--- config.mk ---
export PLATFORM = sky130hd
export DESIGN_NAME = ctwp_edge
export DESIGN_NICKNAME = d
export VERILOG_FILES = /design/src/ctwp_pkg.sv /design/src/ctwp_edge.sv
export SDC_FILE = /design/constraint.sdc
export NUM_CORES = 1
export LEC_CHECK = 0
export ABC_CLOCK_PERIOD_IN_PS = 7200
export CORE_ASPECT_RATIO = 0.5
export CORE_UTILIZATION = 58
export DETAILED_ROUTE_END_ITERATION = 6
export DONT_BUFFER_PORTS = 1
export PLACE_DENSITY = 0.84
export SKIP_LAST_GASP = 1
export SLEW_MARGIN = 10
export SYNTH_ARGS = -nofsm -noshare
export SYNTH_HDL_FRONTEND = slang
export SYNTH_SLANG_ARGS = --single-unit
--- constraint.sdc ---
create_clock -name clk -period 7.2 [get_ports clk]
set_input_delay 0.36 -clock clk [delete_from_list [all_inputs] [get_ports clk]]
set_output_delay 0.36 -clock clk [all_outputs]
set_load 0.1 [all_outputs]
--- src/ctwp_pkg.sv ---
// ----------------------------------------------------------------------------
// ctwp_pkg: shared types and constants for the circle tile wall push-out
// Tile geometry, wall mask bit positions, corner codes and the item record
// that travels down the push-out pipeline.
// ----------------------------------------------------------------------------
package ctwp_pkg;

    localparam int TILE_Q   = 51200;
    localparam int TILE_SH  = 11;
    localparam int RECIP_M  = 41944;
    localparam int RECIP_SH = 20;

    localparam logic [2:0] BIT_NW = 3'd0;
    localparam logic [2:0] BIT_N  = 3'd1;
    localparam logic [2:0] BIT_NE = 3'd2;
    localparam logic [2:0] BIT_W  = 3'd3;
    localparam logic [2:0] BIT_E  = 3'd4;
    localparam logic [2:0] BIT_SW = 3'd5;
    localparam logic [2:0] BIT_S  = 3'd6;
    localparam logic [2:0] BIT_SE = 3'd7;

    localparam logic [1:0] CORNER_NW = 2'd0;
    localparam logic [1:0] CORNER_NE = 2'd1;
    localparam logic [1:0] CORNER_SW = 2'd2;
    localparam logic [1:0] CORNER_SE = 2'd3;

    typedef struct packed {
        logic signed [26:0] x;
        logic signed [23:0] y;
        logic signed [26:0] z;
        logic [24:0]        bx;
        logic [24:0]        bz;
        logic [14:0]        r;
        logic [7:0]         mask;
        logic               pushed;
    } item_t;

    function automatic logic [2:0] corner_bit(input logic [1:0] c);
        logic [2:0] b;
        case (c)
            CORNER_NW: b = BIT_NW;
            CORNER_NE: b = BIT_NE;
            CORNER_SW: b = BIT_SW;
            CORNER_SE: b = BIT_SE;
            default:   b = BIT_NW;
        endcase
        return b;
    endfunction

endpackage

--- src/ctwp_edge.sv ---
// ----------------------------------------------------------------------------
// ctwp_edge: tile lookup and edge wall clamps
// Finds the tile origin by reciprocal multiply, then clamps z against the
// north and south walls and x against the west and east walls.
// ----------------------------------------------------------------------------
module ctwp_edge
    import ctwp_pkg::*;
(
    input  logic               clk,
    input  logic               rst_n,
    input  logic               en,
    input  logic               in_vld,
    input  logic [23:0]        pos_x,
    input  logic [23:0]        pos_y,
    input  logic [23:0]        pos_z,
    input  logic [14:0]        circle_radius,
    input  logic [7:0]         wall_mask,
    output logic               out_vld,
    output item_t              out_item
);

    localparam logic signed [26:0] TILE_S = 27'(TILE_Q);

    logic [4:0]  vld_reg;
    logic [23:0] x0_reg, y0_reg, z0_reg;
    logic [14:0] r0_reg;
    logic [7:0]  m0_reg;
    logic [8:0]  cx1_reg, cz1_reg, cx1_next, cz1_next;
    logic [23:0] x1_reg, y1_reg, z1_reg;
    logic [14:0] r1_reg;
    logic [7:0]  m1_reg;
    item_t       it2_reg, it2_next, it3_reg, it3_next, it4_reg, it4_next;

    logic [28:0] px_prod, pz_prod;
    logic signed [26:0] rs, gap;

    always_comb
    begin
        px_prod  = 29'(x0_reg[23:TILE_SH]) * 29'(RECIP_M);
        pz_prod  = 29'(z0_reg[23:TILE_SH]) * 29'(RECIP_M);
        cx1_next = px_prod[RECIP_SH +: 9];
        cz1_next = pz_prod[RECIP_SH +: 9];
    end

    always_comb
    begin
        it2_next.x      = $signed({3'b000, x1_reg});
        it2_next.y      = $signed(y1_reg);
        it2_next.z      = $signed({3'b000, z1_reg});
        it2_next.bx     = 25'(cx1_reg * 25'(TILE_Q));
        it2_next.bz     = 25'(cz1_reg * 25'(TILE_Q));
        it2_next.r      = r1_reg;
        it2_next.mask   = m1_reg;
        it2_next.pushed = 1'b0;
    end

    always_comb
    begin
        rs       = $signed({12'b0, it2_reg.r});
        it3_next = it2_reg;
        gap      = it3_next.z - $signed({2'b00, it2_reg.bz});
        if (it2_reg.mask[BIT_N] && gap < rs)
        begin
            it3_next.z      = $signed({2'b00, it2_reg.bz}) + rs;
            it3_next.pushed = 1'b1;
        end
        gap = $signed({2'b00, it2_reg.bz}) + TILE_S - it3_next.z;
        if (it2_reg.mask[BIT_S] && gap < rs)
        begin
            it3_next.z      = $signed({2'b00, it2_reg.bz}) + TILE_S - rs;
            it3_next.pushed = 1'b1;
        end
    end

    logic signed [26:0] rs3, gap3;

    always_comb
    begin
        rs3      = $signed({12'b0, it3_reg.r});
        it4_next = it3_reg;
        gap3     = it4_next.x - $signed({2'b00, it3_reg.bx});
        if (it3_reg.mask[BIT_W] && gap3 < rs3)
        begin
            it4_next.x      = $signed({2'b00, it3_reg.bx}) + rs3;
            it4_next.pushed = 1'b1;
        end
        gap3 = $signed({2'b00, it3_reg.bx}) + TILE_S - it4_next.x;
        if (it3_reg.mask[BIT_E] && gap3 < rs3)
        begin
            it4_next.x      = $signed({2'b00, it3_reg.bx}) + TILE_S - rs3;
            it4_next.pushed = 1'b1;
        end
    end

    always_ff @(posedge clk or negedge rst_n)
    begin
        if (!rst_n)
        begin
            vld_reg <= '0;
        end
        else if (en)
        begin
            vld_reg <= {vld_reg[3:0], in_vld};
        end
    end

    always_ff @(posedge clk)
    begin
        if (en)
        begin
            x0_reg  <= pos_x;
            y0_reg  <= pos_y;
            z0_reg  <= pos_z;
            r0_reg  <= circle_radius;
            m0_reg  <= wall_mask;
            cx1_reg <= cx1_next;
            cz1_reg <= cz1_next;
            x1_reg  <= x0_reg;
            y1_reg  <= y0_reg;
            z1_reg  <= z0_reg;
            r1_reg  <= r0_reg;
            m1_reg  <= m0_reg;
            it2_reg <= it2_next;
            it3_reg <= it3_next;
            it4_reg <= it4_next;
        end
    end

    assign out_vld  = vld_reg[4];
    assign out_item = it4_reg;

endmodule

-- After elaboration in Yosys (flattened, before gate mapping)
Cells that the tools add are included.
- register bits after elaboration: 593
- input bits: 99
- output and inout bits: 153
- word-level logic and storage cells: 64
- $add $sub $neg: 10
- multipliers: 4
- magnitude comparators: 4
- muxes and demuxes: 4
- reduce and logical (&&, ||, !) cells: 6
- operators with widths (kind ; number):
    $lt 27x16->1 ; 2
    $mux 27 ; 2
    $sub 26x15->27 ; 2
    $sub 27x27->27 ; 2
    $add 25x15->26 ; 2
    $add 25x16->26 const B ; 2
    $lt 26x16->1 ; 2
    $mul 13x13->26 const B ; 2
    $mux 26 ; 2
    $sub 24x25->26 ; 2
    $mul 9x5->14 const B ; 2
    $logic_and 1x1->1 ; 4
    $reduce_or 2->1 ; 2

-- Logic depth before layout (Yosys ltp)
Gate-level depths: netlist of the first run.
- depth after elaboration: 8
- mapped depth: 42
- depth with buffers taken out: 38

-- Worst setup path after synthesis of the first run
OpenSTA, ideal clock, no wires.
- path type: flip-flop to flip-flop
- start: reg it3_reg[61] (netlist name)
- end: reg it4_reg, in the netlist out_item[129], data pin
- setup time: 0.261 ns
- data arrival time: 7.713 ns
- required time: 6.939 ns
- path slack: -0.774 ns
- stages on the path, launching flop included: 40
- buffers on the path: 3
- period minus slack after synthesis: 7.974 ns
- path through: edfxtp_1 -> inv_1 -> ha_1 -> nand2b_1 -> nand2b_1 -> a211oi_1 -> nor2_1 -> ha_1 -> a221oi_1 -> nand3_1 -> or4_1 -> a221oi_2 -> o211ai_1 -> o31ai_4 -> buf_6 -> inv_2 -> clkbuf_1 -> a21oi_1 -> [... 4 more ...] -> a31oi_1 -> mux2i_1 -> xor2_1 -> ha_1 -> a21oi_1 -> nor2b_1 -> o21ai_0 -> o2111ai_1 -> a21oi_1 -> o21ai_0 -> nor3_1 -> o2111ai_1 -> or4_4 -> a2111oi_4 -> nor2_2 -> buf_2 -> mux2i_1 -> a221o_1
- RTL lines (what ; line ; source):
    start, declared ; ctwp_edge.sv:32 ; item_t it2_reg, it2_next, it3_reg, it3_next, it4_reg, it4_next;
    start signal, assigned ; ctwp_edge.sv:124 ; it3_reg <= it3_next;
    end signal, assigned ; ctwp_edge.sv:125 ; it4_reg <= it4_next;
    end, declared ; ctwp_edge.sv:32 ;

==> results of run 1 <==
[power groups by stage]
| stage | Clock, mW | Combinational (mW) | Sequential (mW) |
|---|---|---|---|
| final | 2.72 | 9.51 | 5.87 |
| after global routing | 2.89 | 10.6 | 5.91 |
| after detailed placement | 0 | 8.53 | 5.93 |
| after floorplan | 0 | 6.20 | 5.82 |
| after global placement | 0 | 8.21 | 5.91 |
| after CTS | 2.76 | 9.03 | 5.87 |
[kinds of logic (layout without fill, tap and decap cells)]
group           count (synthesis)  after routing  synth area share
compound gates                459            459            0.0879
fa+ha+maj                     501            501             0.211
mux                            35             35            0.0109
flops                         593            593             0.521
buf+inv                       420            864            0.0493
other cells                     1             23          0.000110
simple gates                  538            538            0.0785
xor+xnor                      161            161            0.0413
[cells in the final DEF (no fill, tap or decap), types with 57 or more instances in the layout]
| master | n |
|---|---|
| nor2_1 | 128 |
| inv_1 | 352 |
| nor3_1 | 59 |
| dlygate4sd3_1 | 99 |
| o21ai_0 | 57 |
| buf_4 | 289 |
| edfxtp_1 | 588 |
| fa_1 | 125 |
| clkbuf_16 | 57 |
| xnor2_1 | 130 |
| a21oi_1 | 126 |
| nand2_1 | 84 |
| ha_1 | 362 |
[through the flow]
stage | power, mW | util | hold WS [ns]
finish | 18.1 | 0.710 | 0.0608
global route | 19.4 | 0.710 | 0.00529
CTS | 17.7 | 0.699 | 0.00306
detailed placement | 14.5 | 0.643 | 0.0645
global placement | 14.1 | 0.643 | 0.0645
floorplan | 12.0 | - | 0.0644
[repair_timing]
action / CTS / global route
gates cloned: 4 / 10
hold buffers: 100 / 0
endpoints found under the hold margin: 384 / 0
gates resized for setup: 71 / 97
buffers inserted: 19 / 14
pin swaps: 26 / 39
endpoints found under the setup margin: 56 / 56
[Yosys cell counts (all sizes together), types with 6 or more instances]
master     n  share of area
or4        6         0.0014
o221ai     7         0.0018
a31oi     11         0.0022
edfxtp   588           0.52
nand2b    31         0.0057
nor2     164          0.018
clkbuf    31         0.0034
nand3b     7         0.0015
o2111ai    6         0.0015
nor3      66         0.0097
nor2b     24         0.0044
o21bai    18         0.0040
inv      358          0.039
mux2      18         0.0059
nor4      12         0.0022
ha       372           0.14
nand3     45         0.0066
nor3b      9         0.0020
fa       126          0.074
buf       30         0.0065
and3      22         0.0040
and2       7         0.0013
a211oi    16         0.0035
nand4     17         0.0031
nand2     86         0.0095
or3       16         0.0029
a21o      37         0.0081
xor2      31         0.0080
or2        9         0.0016
o21ai     73          0.011
a211o      7         0.0018
mux2i     17         0.0050
o211ai     7         0.0015
a21oi    173          0.025
o21a      20         0.0044
xnor2    130          0.033
a31o       7         0.0018
a221o      9         0.0026
o31ai     12         0.0030
[final timing paths]
kind                                 end  slack, ns  depth (start not counted)
setup / recovery           out_item[131]      -0.60                         34
setup reg to reg           out_item[131]      -0.60                         34
min in group clk           out_item[127]       0.10                          0
hold / removal                vld_reg[1]       0.06                          1
hold reg to reg              it2_reg[23]       0.41                          0
max in group asynchronous     vld_reg[4]       6.95                          1
[per-layer routing]
metal  track usage  vias to the layer above  part of all wire
met5             0                        -                 0
met2         0.448                      799              0.50
li1              -                    10600                 -
met3        0.0394                      199             0.058
met4        0.0924                        0             0.038
met1         0.317                    11100              0.40
[layout make-up]
cell class	count	area share
clock buffer	55	0.0309
clock inverter	31	0.00774
tap	768	0.0234
inverter	359	0.0329
sequential	593	0.433
timing repair buffer	419	0.0919
multi-input combinational	1716	0.380
antenna	1	0.0000610
==> out/summary.txt, run 1 <==
Worst Tran Pin Value = 1.23 ns
die area = 0.0599 mm²
Die Height = 174 µm
I/O Pins = 252
Post-synth ARST share = 0.00843
pin count of the biggest net entering global routing = 304
P_sw = 7.63 mW
first-pass GRT wire length = 119000 µm
min cycle time layout = 7.80 ns
Non-Filler Instances = 3942
fill count = 3787
core area = 0.0578 mm²
failing checks = setup timing
period utilization = 1.08
Seq. cell area = 0.0178 mm²
initial drt markers = 1729
final hold vios = 0
buffer depth of the longest clock path = 3
peak per-stage delay on the critical path = 0.51 ns
Avg Inst Size Synth = 12.6 µm²
endpoint type of the worst setup path = register
Layout Nets = 3735
Int Power = 10.5 mW
CTS Buf Count = 49
Leakage = 17.2 nW
layout cells sized above 1 = 0.180
post-DP HPWL = 55200 µm
Worst Setup SP = it3_reg[61]
Setup TNS = -16.72 ns
power density over cell area = 441 mW/mm²
Die Span X = 345 µm
Total Wirelength = 77900 µm
flip-flop count of the largest register after layout = 130
critical path type = register to register
crit path buf inv count = 3
Sink Count = 593
EDFF count, synth = 588
unrepaired setup endpoints after global routing = true
Vias per Instance = 5.74
router iterations before antenna repair = 6
Seq pwr share = 0.324
Max-slew headroom = 0.181
worst hold-check path type = primary input to asynchronous set/reset pin
crit start category = register
number of global-route vias before repair = 22700
H-tree levels = 2
Area after DPL = 0.0372 mm²
critical path data required time = 7.54 ns
Multi-input gate area = 0.0156 mm²
Slowest-stage cell, CP = or4_1
Max Cap Viol = 0
initial antenna violation count = 1
worst flop-to-flop path startpoint = it3_reg[61]
CP arrival = 8.14 ns
CTS Root Cell = clkbuf_16
cell area after synthesis = 0.0341 mm²
Comb pwr share = 0.526
routability cong. = 0.975
Net Sw Frac = 0.422
Initial Util = 0.591
Setup WS pre-CTS = -0.681 ns
Final WS setup = -0.599 ns
ys flop type = edfxtp_1
ANT nets after route = 0
clock latency on the worst-skew pair = 0.60 ns
via count = 22600
Tot GR Track Use = 0.254
Final Instance Area = 0.0411 mm²
endpoints failing setup = 56
wire per inst = 19.8 µm
CTS tree = yes
CP delay by family, top = compound AO/OA/AOI/OAI gates
Worst VDD drop = 0.283 mV
Clock power frac = 0.150
clk_skew = 0.0246 ns
Distinct cells, synth = 85
crit-path max FO = 7
Site Rows = 62
total congestion overflow = 0
#FFs+latches synth = 593
outcome = finished, violations left
Synth Instances = 2708
Cell Count Post-Placement = 3713
IO buf count = 0
DRC viols = 0
Max Fclk = 128 MHz
fin. max-slew vios = 0
clock-pin slew on the worst setup and hold paths = 0.07 ns
Layout area overhead = 20.3%
sequential area share after synthesis = 0.521
Synthesis Warnings = 0
(Power assumes the default switching activity.)
==> run 2, diff against run 1 <==
==> constraint.sdc (replaced) <==
create_clock -name clk -period 7.2 [get_ports clk]
set_input_delay 1.08 -clock clk [delete_from_list [all_inputs] [get_ports clk]]
set_output_delay 1.08 -clock clk [all_outputs]
set_load 0.1 [all_outputs]
==> run 2 against run 1 <==
Against the previous run: the flow still finishes with violations (setup timing); hold slack gained 0.12 ns; sequential power barely moved; fmax down 0.20%; sequential cell count unchanged; final cell count decreased by 2.6%; utilization decreased by 2.1 points; combinational power down 2.2%; first-iteration DRC count shrank 2.7%; via count is 3.2% lower; non-clock buffer count down 104; critical endpoint unchanged; largest cell class unchanged.
==> out/summary.txt, run 2 (same netlist as run 1, synthesis figures left out) <==
Total Wirelength = 75000 µm
layout cells sized above 1 = 0.180
Worst Tran Pin Value = 1.11 ns
initial drt markers = 1682
crit path buf inv count = 3
IO buf count = 0
Sink Count = 593
outcome = finished, violations left
Site Rows = 62
worst hold slack = 0.185 ns
Max Fclk = 128 MHz
crit start category = register
clock latency on the worst-skew pair = 0.60 ns
Setup WS pre-CTS = -0.681 ns
Final WS setup = -0.614 ns
fin. max-slew vios = 0
Die Span X = 345 µm
# hold bufs at CTS = 0
Leakage = 16.8 nW
clock-pin slew on the worst setup and hold paths = 0.07 ns
post-DP HPWL = 55200 µm
Reg-to-Reg End = out_item[131]
CP arrival = 8.15 ns
failing checks = setup timing
worst hold-check path type = primary input to asynchronous set/reset pin
clk_skew = 0.0203 ns
Tot GR Track Use = 0.246
CTS tree = yes
core area = 0.0578 mm²
Layout Nets = 3631
routability cong. = 0.975
worst flop-to-flop path startpoint = it3_reg[61]
Worst VDD drop = 0.280 mV
ANT nets after route = 0
Die Height = 174 µm
crit-path max FO = 7
Slowest-stage cell, CP = or4_1
Power, Total = 17.9 mW
die area = 0.0599 mm²
final hold vios = 0
buffer depth of the longest clock path = 3
pin count of the biggest net entering global routing = 594
DRC viols = 0
Vias per Instance = 5.70
Max Cap Viol = 0
depth of the worst register-to-register path = 34
initial antenna violation count = 2
unrepaired setup endpoints after global routing = true
critical path data required time = 7.54 ns
commonest non-fill, non-tap cell in the layout = edfxtp_1
Initial Util = 0.591
via count = 21900
number of global-route vias before repair = 21900
peak per-stage delay on the critical path = 0.51 ns
first-pass GRT wire length = 116000 µm
r2r setup slk = -0.61 ns
flip-flop count of the largest register after layout = 130
period utilization = 1.09
H-tree levels = 2
CP delay by family, top = compound AO/OA/AOI/OAI gates
commonest cells after routing, fill and taps aside = 588 x edfxtp_1, 362 x ha_1, 352 x inv_1
Final Instance Area = 0.0399 mm²
router iterations before antenna repair = 7
CTS Buf Count = 49
endpoints failing setup = 56
Area after DPL = 0.0372 mm²
Max-slew headroom = 0.260
Layout area overhead = 16.8%
wire per inst = 19.5 µm
I/O Pins = 252
endpoint type of the worst setup path = register
CTS Root Cell = clkbuf_16
min cycle time layout = 7.81 ns
critical path type = register to register
Final Util = 0.690
power density over cell area = 448 mW/mm²
total congestion overflow = 0
[run 2: cell types whose count changed in the layout (fill, tap and decap cells not counted), sizes merged]
cell         delta
dlygate4sd3    -99
buf             -4
clkbuf          -1
[run 2: how the worst max path moves through the flow]
stage                 startpoint             to  cells after the start
floorplan            it3_reg[61]  out_item[134]                     38
global placement     it3_reg[60]  out_item[134]                     30
detailed placement   it3_reg[60]  out_item[133]                     31
CTS                 it3_reg[137]  out_item[135]                     35
global route         it3_reg[61]  out_item[129]                     35
finish               it3_reg[61]  out_item[131]                     34
[run 2: layer usage]
layer	track usage	vias up	routed length, µm
li1	-	10400	-
met1	0.311	10700	30700
met2	0.434	662	37900
met3	0.0411	155	4040
met4	0.0807	2	2340
met5	0	-	9
[run 2: final cells by class]
type	count	area [µm²]
Clock inverter	31	318
Sequential cell	593	17800
Timing Repair Buffer	315	2670
Clock buffer	55	1270
Tap cell	768	961
Inverter	359	1350
Antenna cell	1	2.50
Multi-Input combinational cell	1716	15500
Fill cell	3929	17900
[run 2: what timing repair did]
action	CTS	global route
pin swaps	26	32
endpoints found under the setup margin	56	56
gates cloned	4	6
setup buffers	19	14
resized for setup	71	71
hold endpoints to repair	0	0
[run 2: stage by stage]
stage	TNS (ns)	instances
2_1_floorplan	-11.97	2729
3_3_place_gp	-10.17	3713
3_5_place_dp	-25.87	3713
4_1_cts	-10.63	3821
5_1_grt	-38.59	3838
6_report	-16.99	3838
[run 2: report_power, final]
group / total, mW / leakage, nW / switching [mW] / internal [mW]
registers: 5.86 / 5.82 / 1.19 / 4.67
logic: 9.30 / 10.2 / 5.05 / 4.25
clock network: 2.69 / 0.770 / 1.24 / 1.46
total: 17.9 / 16.8 / 7.48 / 10.4
